<file path="config.mk">
export PLATFORM = sky130hd
export DESIGN_NAME = dust_sensor_moving_average
export DESIGN_NICKNAME = d
export VERILOG_FILES = /design/src/hdl/dsma_pkg.sv /design/src/hdl/dsma_ram.sv /design/src/hdl/dust_sensor_moving_average.sv
export SDC_FILE = /design/constraint.sdc
export NUM_CORES = 1
export LEC_CHECK = 0
export BUFFER_PORTS_ARGS = -buffer_cell sky130_fd_sc_hd__buf_2
export CAP_MARGIN = 20
export CORE_ASPECT_RATIO = 0.7
export CORE_UTILIZATION = 65
export CTS_CLUSTER_SIZE = 30
export DETAILED_ROUTE_END_ITERATION = 10
export HOLD_SLACK_MARGIN = 0.06
export PLACE_DENSITY = 0.83
export SLEW_MARGIN = 5
export SYNTH_ARGS = -nofsm -noshare
export SYNTH_HDL_FRONTEND = slang
export SYNTH_SLANG_ARGS = --single-unit
</file>
<file path="constraint.sdc">
create_clock -name clk -period 12.64 [get_ports clk]
set_input_delay 0.632 -clock clk [delete_from_list [all_inputs] [get_ports clk]]
set_output_delay 0.632 -clock clk [all_outputs]
set_load 0.1 [all_outputs]
</file>
<file path="src/hdl/dsma_pkg.sv">
// ----------------------------------------------------------------------------
// Dust sensor moving average package
// Field widths, register indexes and register reset values shared by the
// block's files.
// ----------------------------------------------------------------------------
package dsma_pkg;

  localparam int SAMPLE_W   = 10;
  localparam int DENSITY_W  = 20;
  localparam int CFG_DATA_W = 20;
  localparam int CFG_IDX_W  = 2;

  typedef logic [SAMPLE_W-1:0]   sample_t;
  typedef logic [DENSITY_W-1:0]  density_t;
  typedef logic [CFG_IDX_W-1:0]  reg_index_t;

  localparam reg_index_t REG_THRESHOLD_CODE = 2'd0;
  localparam reg_index_t REG_GAIN           = 2'd1;
  localparam reg_index_t REG_OFFSET         = 2'd2;

  localparam sample_t  THRESHOLD_RESET = 10'd123;
  localparam sample_t  GAIN_RESET      = 10'd850;
  localparam density_t OFFSET_RESET    = 20'd102400;

endpackage

</file>
<file path="src/hdl/dsma_ram.sv">
// ----------------------------------------------------------------------------
// Generic RAM
// One write port and one read port, read data registered.
// ----------------------------------------------------------------------------
module dsma_ram #(
  parameter int WIDTH = 20,
  parameter int DEPTH = 16
) (
  input  logic                                     clk,
  input  logic                                     we,
  input  logic [(DEPTH > 1 ? $clog2(DEPTH) : 1)-1:0] waddr,
  input  logic [WIDTH-1:0]                         wdata,
  input  logic                                     re,
  input  logic [(DEPTH > 1 ? $clog2(DEPTH) : 1)-1:0] raddr,
  output logic [WIDTH-1:0]                         rdata
);

  logic [WIDTH-1:0] mem [DEPTH];

  always_ff @(posedge clk) begin
    if (we) begin
      mem[waddr] <= wdata;
    end
    if (re) begin
      rdata <= mem[raddr];
    end
  end

endmodule

</file>
<file path="src/hdl/dust_sensor_moving_average.sv">
// ----------------------------------------------------------------------------
// Dust sensor moving average
// Converts converter samples to dust density and keeps a running-sum window
// average over the last WINDOW densities.
//
// Channel   Dir  Beat contents
// s_*       in   sample
// m_*       out  density_now, density_average
// cfg_*     in   register writes: threshold_code, gain, offset
//
// One sample is accepted every cycle unless the pipeline stalls; each sample
// passes through a five-register pipeline (a, b, c, d, output) that moves
// as a whole. The pipeline stalls only while a result waits in the output
// register. Reset is synchronous; the history window reads as zero after
// reset by per-entry valid bits, so no clearing pass is needed.
// ----------------------------------------------------------------------------
module dust_sensor_moving_average #(
  parameter int WINDOW = 16
) (
  input  logic        clk,
  input  logic        rst,
  input  logic        s_tvalid,
  output logic        s_tready,
  input  logic [15:0] s_tdata,   // [9:0] sample
  output logic        m_tvalid,
  input  logic        m_tready,
  output logic [39:0] m_tdata,   // [19:0] density_now, [39:20] density_average
  input  logic        cfg_we,
  input  logic [dsma_pkg::CFG_IDX_W-1:0]  cfg_index,
  input  logic [dsma_pkg::CFG_DATA_W-1:0] cfg_data
);

  localparam int SlotW   = (WINDOW > 1) ? $clog2(WINDOW) : 1;
  localparam int LogW    = $clog2(WINDOW);
  localparam int SumW    = dsma_pkg::DENSITY_W + LogW;
  localparam int RecK    = SumW + LogW;
  localparam int RecMW   = SumW + 2;
  localparam longint RecM = ((longint'(1) << RecK) + WINDOW - 1) / WINDOW;
  localparam bit IsPow2  = (WINDOW & (WINDOW - 1)) == 0;
  localparam longint SumMax = longint'(WINDOW) * ((longint'(1) << dsma_pkg::DENSITY_W) - 1);

  dsma_pkg::sample_t  threshold_code;
  dsma_pkg::sample_t  gain;
  dsma_pkg::density_t offset;

  logic               adv;
  logic               a_valid;
  dsma_pkg::sample_t  a_sample;
  logic               b_valid;
  logic               b_above;
  dsma_pkg::density_t b_prod;
  logic [SlotW-1:0]   b_slot;
  logic               b_old_vld;
  logic               b_bypass;
  dsma_pkg::density_t b_bypass_val;
  dsma_pkg::density_t b_density;
  dsma_pkg::density_t b_old;
  logic               c_valid;
  dsma_pkg::density_t c_density;
  dsma_pkg::density_t c_old;
  logic               d_valid;
  dsma_pkg::density_t d_density;
  logic [SumW-1:0]    running_sum;
  logic [SumW-1:0]    running_sum_next;
  logic [SlotW-1:0]   slot;
  logic [SlotW-1:0]   slot_next;
  logic [WINDOW-1:0]  entry_vld;
  logic               ram_we;
  logic               collide;
  dsma_pkg::density_t ram_rdata;
  dsma_pkg::density_t avg_next;
  dsma_pkg::density_t out_density;
  dsma_pkg::density_t out_average;

  assign adv      = !m_tvalid || m_tready;
  assign s_tready = adv && !rst;
  assign m_tdata  = {out_average, out_density};

  always_ff @(posedge clk) begin
    if (rst) begin
      threshold_code <= dsma_pkg::THRESHOLD_RESET;
      gain           <= dsma_pkg::GAIN_RESET;
      offset         <= dsma_pkg::OFFSET_RESET;
    end else if (cfg_we) begin
      case (cfg_index)
        dsma_pkg::REG_THRESHOLD_CODE: threshold_code <= cfg_data[dsma_pkg::SAMPLE_W-1:0];
        dsma_pkg::REG_GAIN:           gain           <= cfg_data[dsma_pkg::SAMPLE_W-1:0];
        dsma_pkg::REG_OFFSET:         offset         <= cfg_data;
        default: ;
      endcase
    end
  end

  assign slot_next = (slot == SlotW'(WINDOW - 1)) ? '0 : slot + 1'b1;
  assign ram_we    = adv && b_valid;
  assign collide   = ram_we && (b_slot == slot);

  always_comb begin
    b_density = '0;
    if (b_above && (b_prod > offset)) begin
      b_density = b_prod - offset;
    end
    if (b_bypass) begin
      b_old = b_bypass_val;
    end else if (b_old_vld) begin
      b_old = ram_rdata;
    end else begin
      b_old = '0;
    end
  end

  assign running_sum_next = running_sum - SumW'(c_old) + SumW'(c_density);

  dsma_ram #(
    .WIDTH(dsma_pkg::DENSITY_W),
    .DEPTH(WINDOW)
  ) u_history (
    .clk  (clk),
    .we   (ram_we),
    .waddr(b_slot),
    .wdata(b_density),
    .re   (adv),
    .raddr(slot),
    .rdata(ram_rdata)
  );

  generate
    if (IsPow2) begin : g_avg_shift
      assign avg_next = running_sum[LogW +: dsma_pkg::DENSITY_W];
    end else begin : g_avg_recip
      logic [SumW+RecMW-1:0] avg_prod;
      assign avg_prod = (SumW+RecMW)'(running_sum) * (SumW+RecMW)'(RecM[RecMW-1:0]);
      assign avg_next = avg_prod[RecK +: dsma_pkg::DENSITY_W];
    end
  endgenerate

  always_ff @(posedge clk) begin
    if (rst) begin
      a_valid     <= 1'b0;
      b_valid     <= 1'b0;
      c_valid     <= 1'b0;
      d_valid     <= 1'b0;
      m_tvalid    <= 1'b0;
      slot        <= '0;
      running_sum <= '0;
      entry_vld   <= '0;
    end else if (adv) begin
      a_valid  <= s_tvalid;
      b_valid  <= a_valid;
      c_valid  <= b_valid;
      d_valid  <= c_valid;
      m_tvalid <= d_valid;
      if (a_valid) begin
        slot <= slot_next;
      end
      if (b_valid) begin
        entry_vld[b_slot] <= 1'b1;
      end
      if (c_valid) begin
        running_sum <= running_sum_next;
      end
    end
  end

  always_ff @(posedge clk) begin
    if (adv) begin
      a_sample     <= s_tdata[dsma_pkg::SAMPLE_W-1:0];
      b_above      <= a_sample >= threshold_code;
      b_prod       <= {10'd0, gain} * {10'd0, a_sample};
      b_slot       <= slot;
      b_old_vld    <= entry_vld[slot];
      b_bypass     <= collide;
      b_bypass_val <= b_density;
      c_density    <= b_density;
      c_old        <= b_old;
      d_density    <= c_density;
      out_density  <= d_density;
      out_average  <= avg_next;
    end
  end

  a_slot_range: assert property (@(posedge clk) disable iff (rst)
    slot <= SlotW'(WINDOW - 1))
    else $error("window slot beyond window depth");

  a_sum_bound: assert property (@(posedge clk) disable iff (rst)
    longint'(running_sum) <= SumMax)
    else $error("running sum exceeds window capacity");

  a_old_in_sum: assert property (@(posedge clk) disable iff (rst)
    (c_valid && adv) |-> (SumW'(c_old) <= running_sum))
    else $error("retired entry larger than running sum");

  a_ready_rule: assert property (@(posedge clk) disable iff (rst)
    s_tready == (!m_tvalid || m_tready))
    else $error("input ready does not follow output stall");

endmodule

</file>
==> results of run 1 <==
[synth_stat cells (26+ instances only)]
library cell  count
xnor2_1          26
a21oi_1          81
ha_1            110
dfxtp_1          89
mux4_2          105
fa_1             83
inv_1           183
nand2_1         141
edfxtp_1        477
nor2_1          122
o21ai_0          41
clkbuf_1         60
and2_1           67
[worst reg2reg max path, delay by kind of cell (launching register included)]
kind	cells	cell delay [ns]
xor+xnor	1	0.09
simple gates	3	0.47
compound gates	4	1.35
fa+ha+maj	6	2.56
flops	1	0.66
buf+inv	3	0.15
[metal layers]
metal  global-route usage, %  vias to the layer above
li1                        -                     7059
met4                   8.261                        0
met5                       0                        -
met2                   49.62                      860
met1                   42.90                     8302
met3                   4.579                      121
[stage by stage]
step,hold WS [ns],std cells,total power [uW]
global route,0.2008,2546,6441
CTS,0.1915,2535,6110
detailed placement,0.4070,2439,4570
finish,0.2102,2547,6169
floorplan,0.4003,1884,4032
global placement,0.4042,2434,4461
[final cells by class]
class                   count  area, sq um
diodes                      1        2.502
clock buffers              69         1394
clock inverters            27        242.7
fillers                  2380        10590
inverters                 184        695.7
multi-input cells        1056         9854
flip-flops and latches    566        16120
well taps                 535        669.4
repair buffers            109        655.6
[cell families (layout without fill, tap and decap cells)]
group                      Yosys count  count (layout)  synth area share [%]
buffers and inverters              262             389                 3.720
DFF                                566             566                 60.00
and+or+nand+nor                    441             441                 7.780
adders and majority gates          193             193                 11.32
other                                0               1                     0
xor gates and xnor gates            46              46                 1.501
muxes                              107             107                 8.889
AOI/OAI and AO/OA                  269             269                 6.792
[sequential cells by signal, indices dropped and copies added (netlist names), 4 cells and up]
signal / flops
b_slot: 4
running_sum: 24
u_history.mem: 320
u_history.rdata: 20
gain: 10
threshold_code: 10
out_density: 20
c_density: 20
out_average: 20
b_prod: 20
offset: 20
d_density: 20
c_old: 20
a_sample: 10
entry_vld: 16
slot: 4
[report_power, final]
group	total [uW]	leakage (uW)	internal [uW]	switching, uW
Combinational	2140	0.00492	732	1410
Clock	1540	0.000801	841	695
Sequential	2490	0.00550	2400	90.8
Total	6170	0.0112	3980	2190
[final timing paths]
kind                     to          from  cells past startpoint
min reg2reg  out_density[0]  d_density[0]                      0
min             a_sample[0]    s_tdata[0]                      1
max              b_prod[18]   a_sample[1]                     17
max reg2reg      b_prod[18]   a_sample[1]                     17
==> metrics.md, run 1 <==
| Metric | Value |
|---|---|
| Fin nets | `2,204` |
| Metal-1 WL | `24,990 microns` |
| Clock Path Buffers | `3` |
| Post-synth cell types | `71` |
| DR vias | `16.34k` |
| Required time worst endpoint | `12.96 ns` |
| Top-area cell type share of the netlist area | `53.36%` |
| Clk sinks | `566` |
| Most used cell, CP | `fa_1` |
| Share of the yosys chip area belonging to registers | `60.00%` |
| Fraction of layout cells with a size suffix above 1 | `16.61%` |
| Crit Path Max Fanout | `11` |
| #FFs+latches synth | `566` |
| Slew @ Worst Pin | `1.144 ns` |
| Tcrit/Tclk final | `43.85%` |
| Setup ws final | `7.097 ns` |
| Crit-path max cell delay | `0.66 ns` |
| Placed Area | `27,880 sq um` |
| Crit Path Class | `reg2reg` |
| CTS H-tree lvls | `2` |
| Vias in the first global route | `15.94k` |
| Clock transition at path regs | `0.07 ns` |
| CP arrival | `5.86 ns` |
| CTS Hold Bufs | `0` |
| Dpl ws | `7.225 ns` |
| WL per Instance | `24.40 microns` |
| Unrepaired setup endpoints after global routing | `no` |
| Core Util, Final | `73.66%` |
| R2r setup slk | `7.10 ns` |
| Status | `complete, no violations` |
| Worst Clk Skew | `0.03773 ns` |
| Largest net degree at the start of global routing | `94` |
| DR vias/cell | `6.416` |
| Pwr dens | `208.2 nW/um^2` |
| WP buf/inv | `3` |
| Skew-Pair Late Insertion Delay | `0.60 ns` |
| First-pass GRT wire length | `94,220 microns` |
| CTS buffer count | `51` |
| Top Metal Used | `met4` |
| DIE HEIGHT | `172.0 microns` |
| Fmax | `180.4 MHz` |
| Initial antenna violation count | `0` |
| Most common cell after layout, fill and taps aside | `edfxtp_1` |
| Port bufs | `78` |
| Root Buffer | `clkbuf_16` |
| CTS tree | `done` |
| Worst path top cell family by delay | `adder cells` |
| Antenna viol nets, final | `0` |
| Core region area | `40,220 sq um` |
| Setup crit end kind | `register` |
| CTS resizes | `0` |
| Setup TNS | `0 ns` |
| DR DRC count | `0` |
| GRT Total Usage | `30.24%` |
| Met3 routed WL | `5195 microns` |
| 1st-pass router iterations | `6` |
| Gr ovfl total | `0` |
| Die extent in x | `244.9 microns` |
| EDFF count, synth | `477` |
| Routability-driven placement congestion ratio | `0.8763` |
| Ys Warns | `0` |
| Synthesized net count | `2,120` |
| Hpwl dp | `39,020 microns` |
| Mapped Cells | `1,884` |
| WL final | `62,150 microns` |
| Leakage power | `0.01122 uW` |
| Max-cap violations | `0` |
| Startpoint types | `register` |
| Metal2 WL | `30,390 microns` |
| Cell Area, Synth | `26,840 sq um` |
| Final setup fails | `0` |
| Die area | `42,130 sq um` |
| Top FF cell, synth | `edfxtp_1` |
| Post-synth top area cell | `edfxtp_1` |
| Largest cells by area after synthesis | `edfxtp_1, mux4_2, dfxtp_1` |
| Ys async rst share | `0%` |
| Final instance area | `29,630 sq um` |
| Critical-path cell list | `nand2_1, fa_1, fa_1, inv_1, ha_1, inv_1, fa_1, fa_1, inv_1, ha_1, and2_1, a31oi_1, nand2_1, o31ai_1, o21ai_0, a31oi_1, xnor2_1` |
| Fin crit period | `5.543 ns` |
| IO Count | `85` |
| Syn Area/Cell | `14.25 sq um` |
| Max-slew violations | `0` |
| Commonest cells after routing, fill and taps aside | `edfxtp_1, inv_1, nand2_1` |
| DR iter-0 viols | `1,887` |
| Worst slew margin | `23.31%` |
| CP max stage cell | `edfxtp_1` |
| Initial Util | `66.73%` |
| Std-Cell Rows | `61` |
| Post-CTS setup buffers | `0` |
| Max IR drop VDD | `0.2054 mV` |
| Fin. Hold Viols | `0` |
| HP Class | `in2reg` |
| Area grow syn2layout | `10.39%` |
No activity file was read; power rests on OpenSTA's default activity.
==> inputs of run 2 (changes only) <==
CORE_UTILIZATION = 63   (was 65)
PLACE_DENSITY = 0.81   (was 0.83)
clock period = 5.8 ns   (was 12.64 ns; I/O delays follow)
==> run 2 against run 1 <==
  * Global-route usage down 1.9 points
  * Clock-buffer cell count unchanged
  * Worst hold slack worse by 0.12 ns
  * Largest cell class unchanged
  * Maximum frequency up 2.9%
  * Cell area up 1.0%
  * First-iteration DRC count down 4.8%
  * Wire length down 2.5%
  * Via count down 0.14%
  * Clock skew down 0.0090 ns
  * Total power up 120%
==> metrics.md, run 2 (synthesis results as in run 1) <==
| Metric | Value |
|---|---|
| IO Count | `85 (unchanged)` |
| Core region area | `41,500 sq um (+3.2%)` |
| CTS resizes | `0 (unchanged)` |
| Commonest cells after routing, fill and taps aside | `edfxtp_1, inv_1, nand2_1` |
| Net Switching | `4677 uW (+110%)` |
| Clock transition at path regs | `0.07 ns (about the same)` |
| Required time worst endpoint | `6.12 ns (-6.84 ns)` |
| Unrepaired setup endpoints after global routing | `no` |
| Die area | `43,450 sq um (+3.1%)` |
| R2r startpoint | `a_sample[1]` |
| Tot Pwr | `13,300 uW (+120%)` |
| Max-cap violations | `0 (unchanged)` |
| DIE HEIGHT | `174.7 microns (+1.6%)` |
| Hpwl dp | `38,910 microns (-0.30%)` |
| WL per Instance | `23.38 microns (-4.2%)` |
| Ant. Diodes | `0 (-1)` |
| Initial Util | `64.68% (-2.1 points)` |
| Worst path top cell family by delay | `adder cells` |
| DR vias | `16.32k (-0.14%)` |
| DR iter-0 viols | `1,797 (-4.8%)` |
| Most common cell after layout, fill and taps aside | `edfxtp_1` |
| Pwr dens | `444.1 nW/um^2 (+110%)` |
| First-pass GRT wire length | `93,240 microns (-1.0%)` |
| Most used cell, CP | `fa_1` |
| Largest Register | `u_history.mem` |
| Setup crit end kind | `register` |
| Fraction of layout cells with a size suffix above 1 | `16.11% (-0.50 points)` |
| Root Buffer | `clkbuf_16` |
| Hold path start | `rst` |
| Clock Path Buffers | `3 (unchanged)` |
| Vias in the first global route | `16.10k (+1.0%)` |
| Status | `complete, no violations` |
| Fin. Hold Viols | `0 (unchanged)` |
| Crit Path Class | `reg2reg` |
| Critical Path Start | `a_sample[1]` |
| WP buf/inv | `3 (unchanged)` |
| Largest net degree at the start of global routing | `71 (-24%)` |
| 1st-pass router iterations | `6 (unchanged)` |
| Std-Cell Rows | `62 (+1.6%)` |
| Critical-path cell list | `nand2_1, fa_1, inv_1, fa_1, ha_1, inv_1, fa_1, fa_1, inv_1, ha_1, and2_1, a221o_1, a21o_1, a31oi_1, nor2_1, a211o_1` |
| CTS tree | `done` |
| Die extent in x | `248.7 microns (+1.6%)` |
| Core Util, Final | `72.14% (-1.5 points)` |
| Fin nets | `2,241 (+1.7%)` |
| Tcrit/Tclk final | `92.90% (+49 points)` |
| Worst Clk Skew | `0.02869 ns (-0.009038 ns)` |
| GRT Total Usage | `28.36% (-1.9 points)` |
| Max-slew violations | `0 (unchanged)` |
| Port bufs | `78 (unchanged)` |
| Hold slack | `0.08951 ns (-0.1207 ns)` |
| Crit Path Max Fanout | `11 (unchanged)` |
| Skew-Pair Late Insertion Delay | `0.60 ns (about the same)` |
| CTS buffer count | `51 (unchanged)` |
| Fmax | `185.6 MHz (+2.9%)` |
| Internal | `8620 uW (+120%)` |
| Setup TNS | `0 ns (unchanged)` |
| Crit-path max cell delay | `0.63 ns (-0.03 ns)` |
| Routability-driven placement congestion ratio | `0.9069 (+3.5%)` |
| Sequential Power Share | `40.8% (+0.4 points)` |
| Startpoint types | `register` |
| Dpl ws | `0.5285 ns (-6.697 ns)` |
| CTS H-tree lvls | `2 (unchanged)` |
| Antenna viol nets, final | `0 (unchanged)` |
| Sw frac | `35.17% (-0.38 points)` |
| Fin crit period | `5.388 ns (-0.1546 ns)` |
| Leakage power | `0.01134 uW (+1.1%)` |
| Final setup fails | `0 (unchanged)` |
| HP Class | `in2reg` |
| Number of flip-flops in the largest register | `320 (unchanged)` |
| Gr ovfl total | `0 (unchanged)` |
| CP max stage cell | `edfxtp_1` |
| Slew @ Worst Pin | `1.087 ns (-0.05699 ns)` |
| DR vias/cell | `6.296 (-1.9%)` |
| Combinational power share | `34.7% (about the same)` |
| DR DRC count | `0 (unchanged)` |
| Clock share of power | `24.5% (-0.4 points)` |
| Worst slew margin | `27.25% (+3.9 points)` |
| Initial antenna violation count | `1 (+1)` |
| Clk sinks | `566 (unchanged)` |
| Setup ws final | `0.4118 ns (-6.685 ns)` |
| Area grow syn2layout | `11.54%` |
| WL final | `60,590 microns (-2.5%)` |
| Regs by FF count | `u_history.mem (320), running_sum (24)` |
| CP arrival | `5.71 ns (-0.15 ns)` |
| Max IR drop VDD | `0.3100 mV (+51%)` |
==> run 2: routing by layer <==
metal | wire length, microns | part of all wire, % | track usage, % | up-vias
met5 | 13 | 0.021 | 0 | -
met4 | 1635 | 2.7 | 8.152 | 2
met3 | 5834 | 9.6 | 4.722 | 131
met2 | 28040 | 46 | 43.53 | 912
met1 | 25070 | 41 | 42.41 | 8143
li1 | - | - | - | 7131
==> run 2: layout make-up <==
| type | count | area, sq um |
|---|---|---|
| fill | 2573 | 11560 |
| multi-input combinational | 1056 | 9858 |
| timing repair buffer | 146 | 1001 |
| tap | 544 | 680.7 |
| inverter | 184 | 695.7 |
| clock buffer | 69 | 1375 |
| sequential | 566 | 16120 |
| clock inverter | 27 | 214.0 |
==> run 2: what timing repair did <==
item	CTS	global route
hold endpoints to repair	51	0
buffers inserted	0	0
hold buffers	31	0
==> run 2: per-stage QoR <==
| stage | cells | instance area, sq um |
|---|---|---|
| after floorplan | 1884 | 26840 |
| after global placement | 2452 | 27910 |
| after detailed placement | 2453 | 27930 |
| after CTS | 2580 | 29820 |
| after global routing | 2592 | 29940 |
| final | 2592 | 29940 |
==> run 2: power groups by stage <==
stage | Combinational, uW | Sequential, uW | Clock, uW
after floorplan | 2950 | 5840 | 0
after global placement | 4240 | 5510 | 0
after detailed placement | 4430 | 5520 | 0
final | 4610 | 5420 | 3260
after CTS | 4490 | 5440 | 3280
after global routing | 5050 | 5450 | 3430
==> run 2: worst paths after layout <==
check | slack, ns | cells after the start | end
max | 0.41 | 16 | b_prod[19]
min | 0.09 | 2 | running_sum[4]
max reg2reg | 0.41 | 16 | b_prod[19]
min reg2reg | 0.42 | 0 | out_density[14]
==> run 2: worst reg2reg max path, stage by stage (launching register included) <==
cell and delay, ns:
edfxtp_1 0.63, nand2_1 0.16, fa_1 0.55, inv_1 0.06, fa_1 0.48, ha_1 0.30, inv_1 0.07, fa_1 0.42
fa_1 0.49, inv_1 0.04, ha_1 0.32, and2_1 0.21, a221o_1 0.37, a21o_1 0.23, a31oi_1 0.46, nor2_1 0.10
a211o_1 0.23
